File: src/tpa_ram.sv
// Generic single-write, single-read RAM with registered read data.
// No dependencies.
module tpa_ram #(
  parameter int WIDTH = 8,
  parameter int DEPTH = 64
) (
  input  logic                     clk,
  input  logic                     we,
  input  logic [$clog2(DEPTH)-1:0] waddr,
  input  logic [WIDTH-1:0]         wdata,
  input  logic [$clog2(DEPTH)-1:0] raddr,
  output logic [WIDTH-1:0]         rdata
);

  logic [WIDTH-1:0] mem [DEPTH];

  always_ff @(posedge clk) begin
    if (we) begin
      mem[waddr] <= wdata;
    end
    rdata <= mem[raddr];
  end

endmodule

File: config.mk
export PLATFORM = sky130hd
export DESIGN_NAME = tpa_ram
export DESIGN_NICKNAME = d
export VERILOG_FILES = /design/src/tpa_ram.sv
export SDC_FILE = /design/constraint.sdc
export NUM_CORES = 1
export LEC_CHECK = 0
export BUFFER_PORTS_ARGS = -buffer_cell sky130_fd_sc_hd__buf_2
export CAP_MARGIN = 20
export CORE_AREA = 2 2 188 190
export CTS_CLUSTER_DIAMETER = 50
export DETAILED_ROUTE_END_ITERATION = 10
export DIE_AREA = 0 0 190 192
export GPL_TIMING_DRIVEN = 0
export PLACE_DENSITY = 0.75
export SLEW_MARGIN = 0
export SYNTH_ARGS = -nofsm -noshare
export SYNTH_HDL_FRONTEND = slang
export SYNTH_SLANG_ARGS = --single-unit
File: constraint.sdc
create_clock -name clk -period 2.5 [get_ports clk]
set_input_delay 0.375 -clock clk [delete_from_list [all_inputs] [get_ports clk]]
set_output_delay 0.375 -clock clk [all_outputs]
set_load 0.005 [all_outputs]
==> reports/results.txt, run 1 <==
Worst Max-Slew Pin Slew: 1.054 ns
Post-synth top cells: edfxtp_1, mux4_2, nor2_1
Final Max Tran Viols: 0
max_cap viols: 0
fin crit period: 2.429 ns
nets: 1044
core area: 34290 um2
GR Util All Layers: 26.16%
die height: 192 um
Max-Slew Margin vs Limit: 29.49%
share of cells above drive strength 1: 25.28%
number of synthesized register bits: 520
cell area after placement: 20850 um2
Clock Path Buffers: 3
Iteration-0 DRC Markers: 1363
period utilization: 97.17%
most common cell in the synthesized netlist: edfxtp_1
first-pass iteration count of the detailed router: 6
later-pin clock latency in the skew report: 0.57 ns
vias per std cell: 6.621
DR vias: 10040
area leader, netlist: edfxtp_1
worst-path maximum fanout: 10
H-tree depth: 2
asr flop ratio synth: 0%
Cell Rows: 68
largest net degree at the start of global routing: 65
worst slack at placement: -0.6695 ns
antenna violations before repair: 2
grt ovf: 0
r2r setup slk: 0.28 ns
design area: 22590 um2
die width: 190 um
number of flops mapped to enable cells by yosys: 512
Final Skew: 0.02182 ns
antenna-violating nets left: 0
port buffer count: 21
VDD IR max: 0.0004990 V
f_max: 0.4117 GHz
starting density of the core: 58.82%
total CTS buffers: 50
Syn Inst Count: 940
first-pass GRT wire length: 66740 um
root buf cell: clkbuf_16
Worst EP arrival: 2.83 ns
Area Growth Syn to Fin: 12.01%
# setup viols final: 0
Setup CP Type: in -> reg
clk sinks: 520
Routed wire per std cell: 30.49 um
Fin. Hold Viols: 0
post-synthesis net count: 962
type of the worst min-delay path: in -> reg
Ports: 30
Setup crit end kind: flip-flop
outcome: complete, no violations
final core utilization: 65.88%
Worst-path clk slew: 0.06 ns
post-synthesis area per instance: 21.45 um2
YS warnings: 0
Die ar.: 36480 um2
global placement routability congestion: 0.9885
Detailed Place HPWL: 28680 um
CTS Hold Bufs: 0
CTS tree: yes
final WL: 46230 um
post-synthesis cell area: 20170 um2
startpoint types: primary input
post-synth top area share: 76.24%
worst setup margin: 0.07080 ns
P_leak: 7.058 nW
sequential-to-total area share from yosys stat: 77.03%
Yosys cell types: 40
ys flop type: edfxtp_1
Power Dens Cells: 790.5 nW/um2
RSZ-0062 raised after global routing: false
critical path required time: 2.90 ns
# DRC: 0
number of global-route vias before repair: 9891
Area contributors post-synth: edfxtp_1, mux4_2, nor2_1
worst max-delay path, cell delays in order:
cell,delay [ns]
buf_4,0.18
buf_2,0.38
buf_4,0.32
buf_2,0.43
nand3_1,0.41
o221ai_1,0.35
a21oi_1,0.07
o21ai_0,0.12
nand2_1,0.17
timing repair:
action / CTS / global route
endpoints found under the setup margin: 2 / 3
setup buffers: 0 / 0
gates resized for setup: 0 / 5
cloned: 0 / 0
layout by cell type (no fill, tap or decap), types with 9 or more instances in the layout:
| master | synthesis | layout |
|---|---|---|
| edfxtp_1 | 512 | 512 |
| mux4_2 | 126 | 126 |
| nor2_1 | 83 | 83 |
| clkbuf_16 | 0 | 51 |
| buf_2 | 11 | 33 |
| clkbuf_1 | 17 | 27 |
| mux2i_1 | 23 | 23 |
| nand2_1 | 19 | 19 |
| clkinv_1 | 0 | 16 |
| nor2b_1 | 14 | 14 |
| buf_4 | 13 | 13 |
| mux2_2 | 13 | 13 |
| nand3_1 | 13 | 13 |
| buf_12 | 2 | 9 |
final timing paths:
path	start	end	depth (start not counted)
hold reg to reg	mem[34][0]	rdata[0]	4
hold / removal	wdata[6]	mem[1][6]	1
setup / recovery	raddr[1]	rdata[7]	9
setup reg to reg	mem[3][3]	rdata[3]	4
flip-flops by register name, summed over array words and instances (netlist names):
| name | cells |
|---|---|
| mem | 512 |
| rdata | 8 |
area by class of cell:
cell class / instances / area [um2]
Buffer: 50 / 316.6
Multi-Input combinational cell: 369 / 4330
Antenna cell: 1 / 2.502
Sequential cell: 520 / 15530
Clock buffer: 62 / 1318
Fill cell: 2181 / 11700
Tap cell: 455 / 569.3
Clock inverter: 28 / 234.0
Timing Repair Buffer: 31 / 282.8
stage by stage:
step                setup TNS (ns)  instances  hold slack [ns]  total power (W)
detailed placement          -10.18       1418           0.7500          0.01079
CTS                              0       1507           0.2454          0.01786
global placement            -4.269       1416           0.7517          0.01076
floorplan                        0        940           0.4739          0.01036
finish                           0       1516           0.1154          0.01786
global route                     0       1516           0.1226          0.01829
power breakdown:
group          internal [W]  switching, W  total [W]
Combinational      0.000368      0.000614   0.000982
Sequential          0.00965     0.0000171    0.00966
Clock               0.00414       0.00307    0.00721
Total                0.0142       0.00370     0.0179
kinds of logic (layout without fill, tap and decap cells):
| kind of cell | Yosys count | in the layout | synth area share [%] |
|---|---|---|---|
| AO/OA/AOI/OAI | 54 | 54 | 2.072 |
| AND/OR/NAND/NOR | 153 | 153 | 3.387 |
| buffers and inverters | 51 | 171 | 1.570 |
| multiplexers | 162 | 162 | 15.94 |
| flip-flops | 520 | 520 | 77.03 |
| other | 0 | 1 | 0 |
routing by layer:
metal,GRT usage (%),wire length (um),vias up
li1,-,-,4091
met1,37.71,17950,5198
met2,39.28,21410,642
met3,7.217,5368,105
met4,8.974,1487,2
met5,0,11,-
Note: power is estimated with default switching activity, not from simulation.
==> inputs of run 2 (changes only) <==
- PLACE_DENSITY: 0.75 -> 0.76
==> reports/results.txt, run 2 (synthesis gave the netlist of run 1 again) <==
Fin. Hold Viols: 0 (unchanged)
vias per std cell: 6.592 (-0.45%)
first-pass GRT wire length: 67270 um (+0.79%)
nets: 1044 (unchanged)
final WL: 46060 um (-0.35%)
CTS tree: yes
antenna violations before repair: 4 (+2)
first-pass iteration count of the detailed router: 5 (-1)
Detailed Place HPWL: 28600 um (-0.28%)
Ports: 30 (unchanged)
CP Buf/Inv Count: 4 (unchanged)
Top delay family on crit path: buffers and inverters
later-pin clock latency in the skew report: 0.57 ns (about the same)
Max-Slew Margin vs Limit: 37.36% (+7.9 points)
Setup CP Type: in -> reg
Worst EP arrival: 2.85 ns (+0.02 ns)
Worst-path clk slew: 0.06 ns (about the same)
Final Skew: 0.01904 ns (-0.002777 ns)
type of the worst min-delay path: in -> reg
TNS Setup: 0 ns (unchanged)
# DRC: 0 (unchanged)
Sequential Area: 15530 um2 (unchanged)
root buf cell: clkbuf_16
antenna-violating nets left: 0 (unchanged)
outcome: complete, no violations
Routed wire per std cell: 30.43 um (-0.22%)
Setup crit end kind: flip-flop
hold slack: 0.1850 ns (+0.06966 ns)
Iteration-0 DRC Markers: 1327 (-2.6%)
max_cap viols: 0 (unchanged)
placed cell count: 1418 (unchanged)
Die ar.: 36480 um2 (unchanged)
total power: 0.01774 W (-0.63%)
P_leak: 7.060 nW (about the same)
number of global-route vias before repair: 9985 (+0.95%)
commonest cells after routing, fill and taps aside: edfxtp_1, mux4_2, nor2_1
global placement routability congestion: 0.9499 (-3.9%)
# setup viols final: 0 (unchanged)
H-tree depth: 2 (unchanged)
Power Dens Cells: 785.5 nW/um2 (-0.63%)
Largest Register: mem
port buffer count: 21 (unchanged)
startpoint types: primary input
Post-CTS Setup Bufs: 0 (unchanged)
largest net degree at the start of global routing: 65 (unchanged)
Worst Max-Slew Pin Slew: 0.9159 ns (-0.1380 ns)
die height: 192 um (unchanged)
starting density of the core: 58.82% (unchanged)
clk sinks: 520 (unchanged)
Area Growth Syn to Fin: 12.00% (about the same)
CTS Hold Bufs: 0 (unchanged)
multi-input logic area: 4335 um2 (+0.12%)
fill cell count: 2164 (-0.78%)
Final Max Tran Viols: 0 (unchanged)
total CTS buffers: 50 (unchanged)
Cell Rows: 68 (unchanged)
share of cells above drive strength 1: 25.83% (+0.54 points)
period utilization: 98.27% (+1.1 points)
CP max stage delay: 0.46 ns (+0.03 ns)
most common cell after layout, fill and taps aside: edfxtp_1
max reg flops: 512 (unchanged)
die width: 190 um (unchanged)
Clock Path Buffers: 3 (unchanged)
Top Registers: mem: 512 flops, rdata: 8 flops
critical path required time: 2.89 ns (about the same)
non-filler cells, final: 1514 (-0.13%)
Crit-path slowest cell: buf_2
f_max: 0.4070 GHz (-1.1%)
core area: 34290 um2 (unchanged)
DR vias: 9980 (-0.58%)
Resized Gates After CTS: 2 (+2)
critical path, cell by cell: buf_4 > buf_2 > buf_4 > buf_2 > mux4_2 > mux2i_1 > a21oi_1 > o21ai_1 > o41ai_2
grt ovf: 0 (unchanged)
GR Util All Layers: 26.34% (+0.18 points)
worst-path maximum fanout: 10 (unchanged)
fin crit period: 2.457 ns (+0.02752 ns)
VDD IR max: 0.0004930 V (-1.2%)
-- run 2: changes by cell type in the layout (fill, tap and decap cells not counted), sizes merged --
cell	delta
buf	+1
clkdlybuf4s15	+1
clkbuf	-4
diode	+1
clkinvlp	+1
bufinv	-2
-- run 2: metrics by stage --
stage	area [um2]	utilization [%]	setup slack (ns)
after global placement	20840	60.78	-0.5936
final	22590	65.87	0.04328
after CTS	22390	65.31	0.09017
after detailed placement	20860	60.83	-0.6364
after global routing	22580	65.87	-0.01340
after floorplan	20170	-	0.4573
-- run 2: final timing paths --
| kind | from | endpoint | slack, ns | depth (start not counted) |
|---|---|---|---|---|
| setup / recovery | raddr[1] | rdata[5] | 0.04 | 9 |
| hold / removal | wdata[5] | mem[49][5] | 0.19 | 1 |
| setup reg to reg | mem[3][3] | rdata[3] | 0.24 | 4 |
| hold reg to reg | mem[31][2] | rdata[2] | 0.97 | 4 |
-- run 2: metal layers --
metal / vias to the layer above / share of wire, % / track usage [%]
li1: 4091 / - / -
met3: 92 / 11 / 5.920
met2: 649 / 46 / 39.56
met4: 2 / 3.4 / 10.20
met5: - / 0.035 / 0
met1: 5146 / 39 / 38.45
-- run 2: area by class of cell --
class	count	share of cell area [%]
sequential	520	68.78
multi-input combinational	369	19.19
clock buffer	60	5.988
tap	455	2.520
buffer	50	1.418
timing repair buffer	31	1.274
clock inverter	27	0.8032
antenna	2	0.02216
-- run 2: power breakdown --
part	switching [W]	internal [W]	total [W]
Clock	0.00306	0.00404	0.00710
Sequential	0.0000177	0.00965	0.00966
Combinational	0.000612	0.000368	0.000980
