===== src/tpa_pkg.sv =====
// Shared constants, types and the offer schedule for the two-piece affine aligner.
// Used by tpa_offer and the top level; depends on nothing.
package tpa_pkg;

  localparam int MAX_LEN    = 64;
  localparam int NSTATES    = 5;
  localparam int COLS       = MAX_LEN + 1;
  localparam int IDX_W      = (MAX_LEN > 1) ? $clog2(MAX_LEN) : 1;
  localparam int LEN_W      = $clog2(MAX_LEN + 1);
  localparam int COL_AW     = $clog2(COLS);
  localparam int PTR_DEPTH  = COLS * COLS;
  localparam int PTR_AW     = $clog2(PTR_DEPTH);
  localparam int PATH_DEPTH = 2 * MAX_LEN;
  localparam int PATH_AW    = $clog2(PATH_DEPTH);
  localparam int PLEN_W     = $clog2(PATH_DEPTH + 1);
  localparam int SCORE_W    = 32;
  localparam int CFG_W      = 16;
  localparam int DELTA_W    = CFG_W + 1;
  localparam int NUM_CFG    = 6;
  localparam int CFG_IDX_W  = 3;
  localparam int NUM_OFFERS = 21;
  localparam int OFFER_W    = 5;
  localparam int PRED_W     = 3;
  localparam int SYM_W      = 8;

  typedef logic signed [SCORE_W-1:0] score_t;
  typedef score_t [NSTATES-1:0] row_t;
  typedef logic [PRED_W-1:0] pred_t;
  typedef pred_t [NSTATES-1:0] ptr_t;

  localparam score_t NEG_INF = 32'shC000_0000;
  localparam logic [SYM_W-1:0] GAP_CHAR = 8'h2D;

  // alignment states, also used as predecessor codes
  localparam pred_t ST_MATCH = 3'd0;
  localparam pred_t ST_GS1   = 3'd1;
  localparam pred_t ST_GS2   = 3'd2;
  localparam pred_t ST_GF1   = 3'd3;
  localparam pred_t ST_GF2   = 3'd4;
  localparam pred_t NO_PRED  = 3'd7;

  localparam logic [2:0] CMD_APPEND_FIRST  = 3'd0;
  localparam logic [2:0] CMD_APPEND_SECOND = 3'd1;
  localparam logic [2:0] CMD_ALIGN         = 3'd2;
  localparam logic [2:0] CMD_NEXT          = 3'd3;
  localparam logic [2:0] CMD_CLEAR         = 3'd4;

  localparam logic [1:0] STAT_OK    = 2'd0;
  localparam logic [1:0] STAT_FULL  = 2'd1;
  localparam logic [1:0] STAT_EMPTY = 2'd2;

  localparam logic [1:0] MV_DIAG = 2'd0;
  localparam logic [1:0] MV_UP   = 2'd1;
  localparam logic [1:0] MV_LEFT = 2'd2;

  localparam logic [CFG_IDX_W-1:0] REG_MATCH    = 3'd0;
  localparam logic [CFG_IDX_W-1:0] REG_MISMATCH = 3'd1;
  localparam logic [CFG_IDX_W-1:0] REG_OPEN1    = 3'd2;
  localparam logic [CFG_IDX_W-1:0] REG_EXT1     = 3'd3;
  localparam logic [CFG_IDX_W-1:0] REG_OPEN2    = 3'd4;
  localparam logic [CFG_IDX_W-1:0] REG_EXT2     = 3'd5;

  localparam logic signed [CFG_W-1:0] RST_MATCH    = 16'sd2;
  localparam logic signed [CFG_W-1:0] RST_MISMATCH = -16'sd4;
  localparam logic signed [CFG_W-1:0] RST_OPEN1    = -16'sd4;
  localparam logic signed [CFG_W-1:0] RST_EXT1     = -16'sd2;
  localparam logic signed [CFG_W-1:0] RST_OPEN2    = -16'sd24;
  localparam logic signed [CFG_W-1:0] RST_EXT2     = -16'sd1;

  typedef enum logic [1:0] {SRC_DIAG, SRC_UP, SRC_LEFT} src_t;
  typedef enum logic [2:0] {D_SUB, D_EXT1, D_EXT2, D_OPEN1, D_OPEN2} dsel_t;

  typedef struct packed {
    pred_t tgt;
    src_t  src;
    pred_t from;
    dsel_t dsel;
  } offer_t;

  // Offer order per cell; within one target state the order sets tie behavior.
  function automatic offer_t offer_entry(input logic [OFFER_W-1:0] k);
    offer_t e;
    case (k)
      5'd0:    e = '{ST_MATCH, SRC_DIAG, ST_MATCH, D_SUB};
      5'd1:    e = '{ST_MATCH, SRC_DIAG, ST_GS1,   D_SUB};
      5'd2:    e = '{ST_MATCH, SRC_DIAG, ST_GS2,   D_SUB};
      5'd3:    e = '{ST_MATCH, SRC_DIAG, ST_GF1,   D_SUB};
      5'd4:    e = '{ST_MATCH, SRC_DIAG, ST_GF2,   D_SUB};
      5'd5:    e = '{ST_GS1,   SRC_UP,   ST_GS1,   D_EXT1};
      5'd6:    e = '{ST_GS2,   SRC_UP,   ST_GS2,   D_EXT2};
      5'd7:    e = '{ST_GS1,   SRC_UP,   ST_MATCH, D_OPEN1};
      5'd8:    e = '{ST_GS2,   SRC_UP,   ST_MATCH, D_OPEN2};
      5'd9:    e = '{ST_GS1,   SRC_UP,   ST_GF1,   D_OPEN1};
      5'd10:   e = '{ST_GS2,   SRC_UP,   ST_GF1,   D_OPEN2};
      5'd11:   e = '{ST_GS1,   SRC_UP,   ST_GF2,   D_OPEN1};
      5'd12:   e = '{ST_GS2,   SRC_UP,   ST_GF2,   D_OPEN2};
      5'd13:   e = '{ST_GF1,   SRC_LEFT, ST_GF1,   D_EXT1};
      5'd14:   e = '{ST_GF2,   SRC_LEFT, ST_GF2,   D_EXT2};
      5'd15:   e = '{ST_GF1,   SRC_LEFT, ST_MATCH, D_OPEN1};
      5'd16:   e = '{ST_GF2,   SRC_LEFT, ST_MATCH, D_OPEN2};
      5'd17:   e = '{ST_GF1,   SRC_LEFT, ST_GS1,   D_OPEN1};
      5'd18:   e = '{ST_GF2,   SRC_LEFT, ST_GS1,   D_OPEN2};
      5'd19:   e = '{ST_GF1,   SRC_LEFT, ST_GS2,   D_OPEN1};
      5'd20:   e = '{ST_GF2,   SRC_LEFT, ST_GS2,   D_OPEN2};
      default: e = '{ST_MATCH, SRC_DIAG, ST_MATCH, D_SUB};
    endcase
    return e;
  endfunction

endpackage


===== src/tpa_offer.sv =====
// Shared add-clamp-compare unit: one candidate offer per cycle.
// Depends on tpa_pkg.
module tpa_offer (
  input  tpa_pkg::score_t                    base,
  input  logic signed [tpa_pkg::DELTA_W-1:0] delta,
  input  tpa_pkg::score_t                    current,
  output tpa_pkg::score_t                    cand,
  output logic                               take
);

  logic signed [tpa_pkg::SCORE_W:0] sum;

  always_comb begin
    sum = (tpa_pkg::SCORE_W + 1)'(base) + (tpa_pkg::SCORE_W + 1)'(delta);
    // minus infinity is sticky, and anything below it clamps to it
    if (base <= tpa_pkg::NEG_INF || sum < (tpa_pkg::SCORE_W + 1)'(tpa_pkg::NEG_INF)) begin
      cand = tpa_pkg::NEG_INF;
    end else begin
      cand = sum[tpa_pkg::SCORE_W-1:0];
    end
    take = cand > current;
  end

endmodule


===== config.mk =====
export PLATFORM = sky130hd
export DESIGN_NAME = tpa_offer
export DESIGN_NICKNAME = d
export VERILOG_FILES = /design/src/tpa_pkg.sv /design/src/tpa_offer.sv
export SDC_FILE = /design/constraint.sdc
export NUM_CORES = 1
export LEC_CHECK = 0
export ABC_AREA = 0
export BUFFER_PORTS_ARGS = -buffer_cell sky130_fd_sc_hd__buf_4
export CAP_MARGIN = 5
export CORE_UTILIZATION = 35
export DETAILED_ROUTE_END_ITERATION = 7
export SKIP_LAST_GASP = 1
export SYNTH_ARGS = -nofsm -noshare
export SYNTH_HDL_FRONTEND = slang
export SYNTH_SLANG_ARGS = --single-unit

===== constraint.sdc =====
create_clock -name vclk -period 8.42
set_input_delay 1.263 -clock vclk [all_inputs]
set_output_delay 1.263 -clock vclk [all_outputs]
set_load 0.005 [all_outputs]

==> key figures <==
Finish
  – Clkbuf count: 0
  – Post-layout util: 46.4%
  – Final net count: 672
  – FFs & Latches: 0
  – Storage cell area: 0 um^2
  – Area Growth Syn to Fin: 29.4%
  – Layout cell share with drive strength beyond 1: 29.4%
  – Final cell count without fillers: 632
  – Diodes inserted: 0

STA
  – Final-report setup violation count: 0
  – Max-slew violations: 0
  – Hold slack: 3090 ps
  – F_max: 0.129 GHz
  – RSZ-0062 raised after global routing: no
  – Final Hold Fails: 0
  – Post-layout minimum cycle time: 7760 ps
  – Worst-Margin Slew: 731 ps
  – Slew headroom: 51.3%
  – Crit share post-route: 92.2%
  – TNS Setup: 0 ps

Detailed routing
  – Total length of routed wires: 10,300 um
  – DR vias: 3,558
  – WL/cell: 16.3 um
  – DRT iter0 DRCs: 150
  – Via/cell ratio: 5.63
  – First-pass DRT Iterations: 4
  – Routed Antenna Nets: 0
  – # DRC: 0

Yosys
  – Post-synth top area cell: ha_1
  – Syn avg cell area: 7.31 um^2
  – Synth unique cells: 55
  – Area contributors post-synth: ha_1 26%, a211oi_2 10%, a21oi_1 6.9%, a21o_1 6.0%, inv_1 5.6%
  – Post-synthesis net count: 571
  – Synth Warn #: 0
  – Syn Inst Count: 425
  – Synth top area share: 25.8%
  – Post-Syn Area: 3110 um^2
  – Register area share after synthesis: 0%

Worst setup path
  – WS Path Type: input pin to output pin
  – Crit path max fanout: 7
  – Worst EP required: 7160 ps
  – Worst setup EP type: output pin
  – Critical Path AT: 6500 ps
  – Crit start category: input pin

Job
  – Max-cap viol count: 0

Placement
  – GPL Wtd Cong: 0.911
  – Hpwl dp: 9080 um
  – Placed insts: 632
  – # port buffers: 114

Global routing
  – Largest net degree at the start of global routing: 27
  – GR met2 Demand/Resource: 40.8%
  – Global-route wire length before repair: 16,400 um
  – Total track usage: 22.3%
  – Gr busiest metal: met2
  – Number of global-route vias before repair: 3,450
  – Met1 usage: 28.9%
  – Initial antenna violation count: 0
  – Met3 global-route usage: 0.711%
  – Total congestion overflow: 0

Clock tree
  – Hold-fix buffers at CTS: 0
  – CTS resizes: 0
  – Post-CTS setup repair buffer count: 0

Pwr
  – LEAKAGE: 2.05 nW
  – Peak VDD IR: 0.0000380 V
  – Power Dens Cells: 99.5 nW/um^2

Die
  – Die area: 9260 um^2
  – DIE HEIGHT: 96.2 um
  – I/O pins: 114
  – Site row count: 34
  – Core ar.: 8680 um^2
  – Die W: 96.2 um
  – Starting density of the core: 35.8%

Hold path
  – Min-Delay Path Class: input pin to output pin

Status
  – Outcome: complete, no violations
[path summary, 6_finish.rpt]
kind	start	to	cells after the start	slack, ps
worst min-delay path	current[31]	take	5	3090
worst max-delay path	base[0]	take	21	660
[logic make-up after synthesis]
group,count (synthesis),share of synthesized area [%]
AO/OA/AOI/OAI,171,41.5
adder cells (fa/ha/maj),65,26.4
buffers and inverters,65,8.86
AND/OR/NAND/NOR,98,15.9
XOR/XNOR,26,7.33
[cell type report]
type	instances	area [um^2]
Multi-Input combinational cell	360	2830
Fill cell	922	4660
Timing Repair Buffer	117	878
Tap cell	108	135
Inverter	47	176
[metrics by stage]
step,setup WS [ps],power (mW),instance area [um^2]
after floorplan,1320,0.254,3110
after global placement,823,0.395,4020
after detailed placement,690,0.399,4020
after CTS,684,0.400,4020
after global routing,345,0.443,4020
final,658,0.400,4020
[synthesized netlist by cell type, drive strengths merged, types with 3 or more instances]
cell type  instances
clkbuf             7
nor3               5
o21a               7
o21bai             5
xor2              10
xnor2             16
a21oi             44
a21o              25
ha                64
nor4              10
nand2             30
nor2              20
o211ai             5
nor2b              3
inv               46
nand4             16
a211oi            31
a31oi              6
buf               11
nand3              4
o21ai             22
[cells in the final DEF, fill, tap and decap left out, drive strengths merged, types with 3 or more instances in the layout]
| cell type | n |
|---|---|
| buf | 117 |
| nand4 | 16 |
| a211oi | 31 |
| o21bai | 5 |
| nand2 | 30 |
| a21oi | 44 |
| nor3 | 5 |
| o211ai | 5 |
| ha | 64 |
| xor2 | 10 |
| inv | 46 |
| o21a | 7 |
| nor2b | 3 |
| xnor2 | 16 |
| o21ai | 22 |
| a21o | 25 |
| nor2 | 20 |
| nor4 | 10 |
| a31oi | 6 |
| nand3 | 4 |
[where the power goes]
part	internal (mW)	switching, mW	leakage (nW)
registers	0	0	0
clock network	0	0	0
logic	0.184	0.217	2.05
total	0.184	0.217	2.05
[routing by layer]
metal  routed length, um  up-vias
met5                   0        -
met4                 212        0
met3                 385       12
met2                5040       89
met1                4690     1650
li1                    -     1807
[critical path: stages]
cell and delay (ps):
buf_4 110, ha_1 230, fa_1 420, a211oi_1 400
o21ai_1 220, a21o_1 230, a21oi_2 190, nor4_2 80
o21a_1 210, or4_1 710, a211oi_2 340, ha_1 290
a21o_1 180, a21o_1 170, a211oi_1 240, o21bai_1 110
a211o_1 300, a221oi_1 320, o32ai_1 150, a31oi_1 190
buf_4 140
Power figures use the tool's default switching activity.
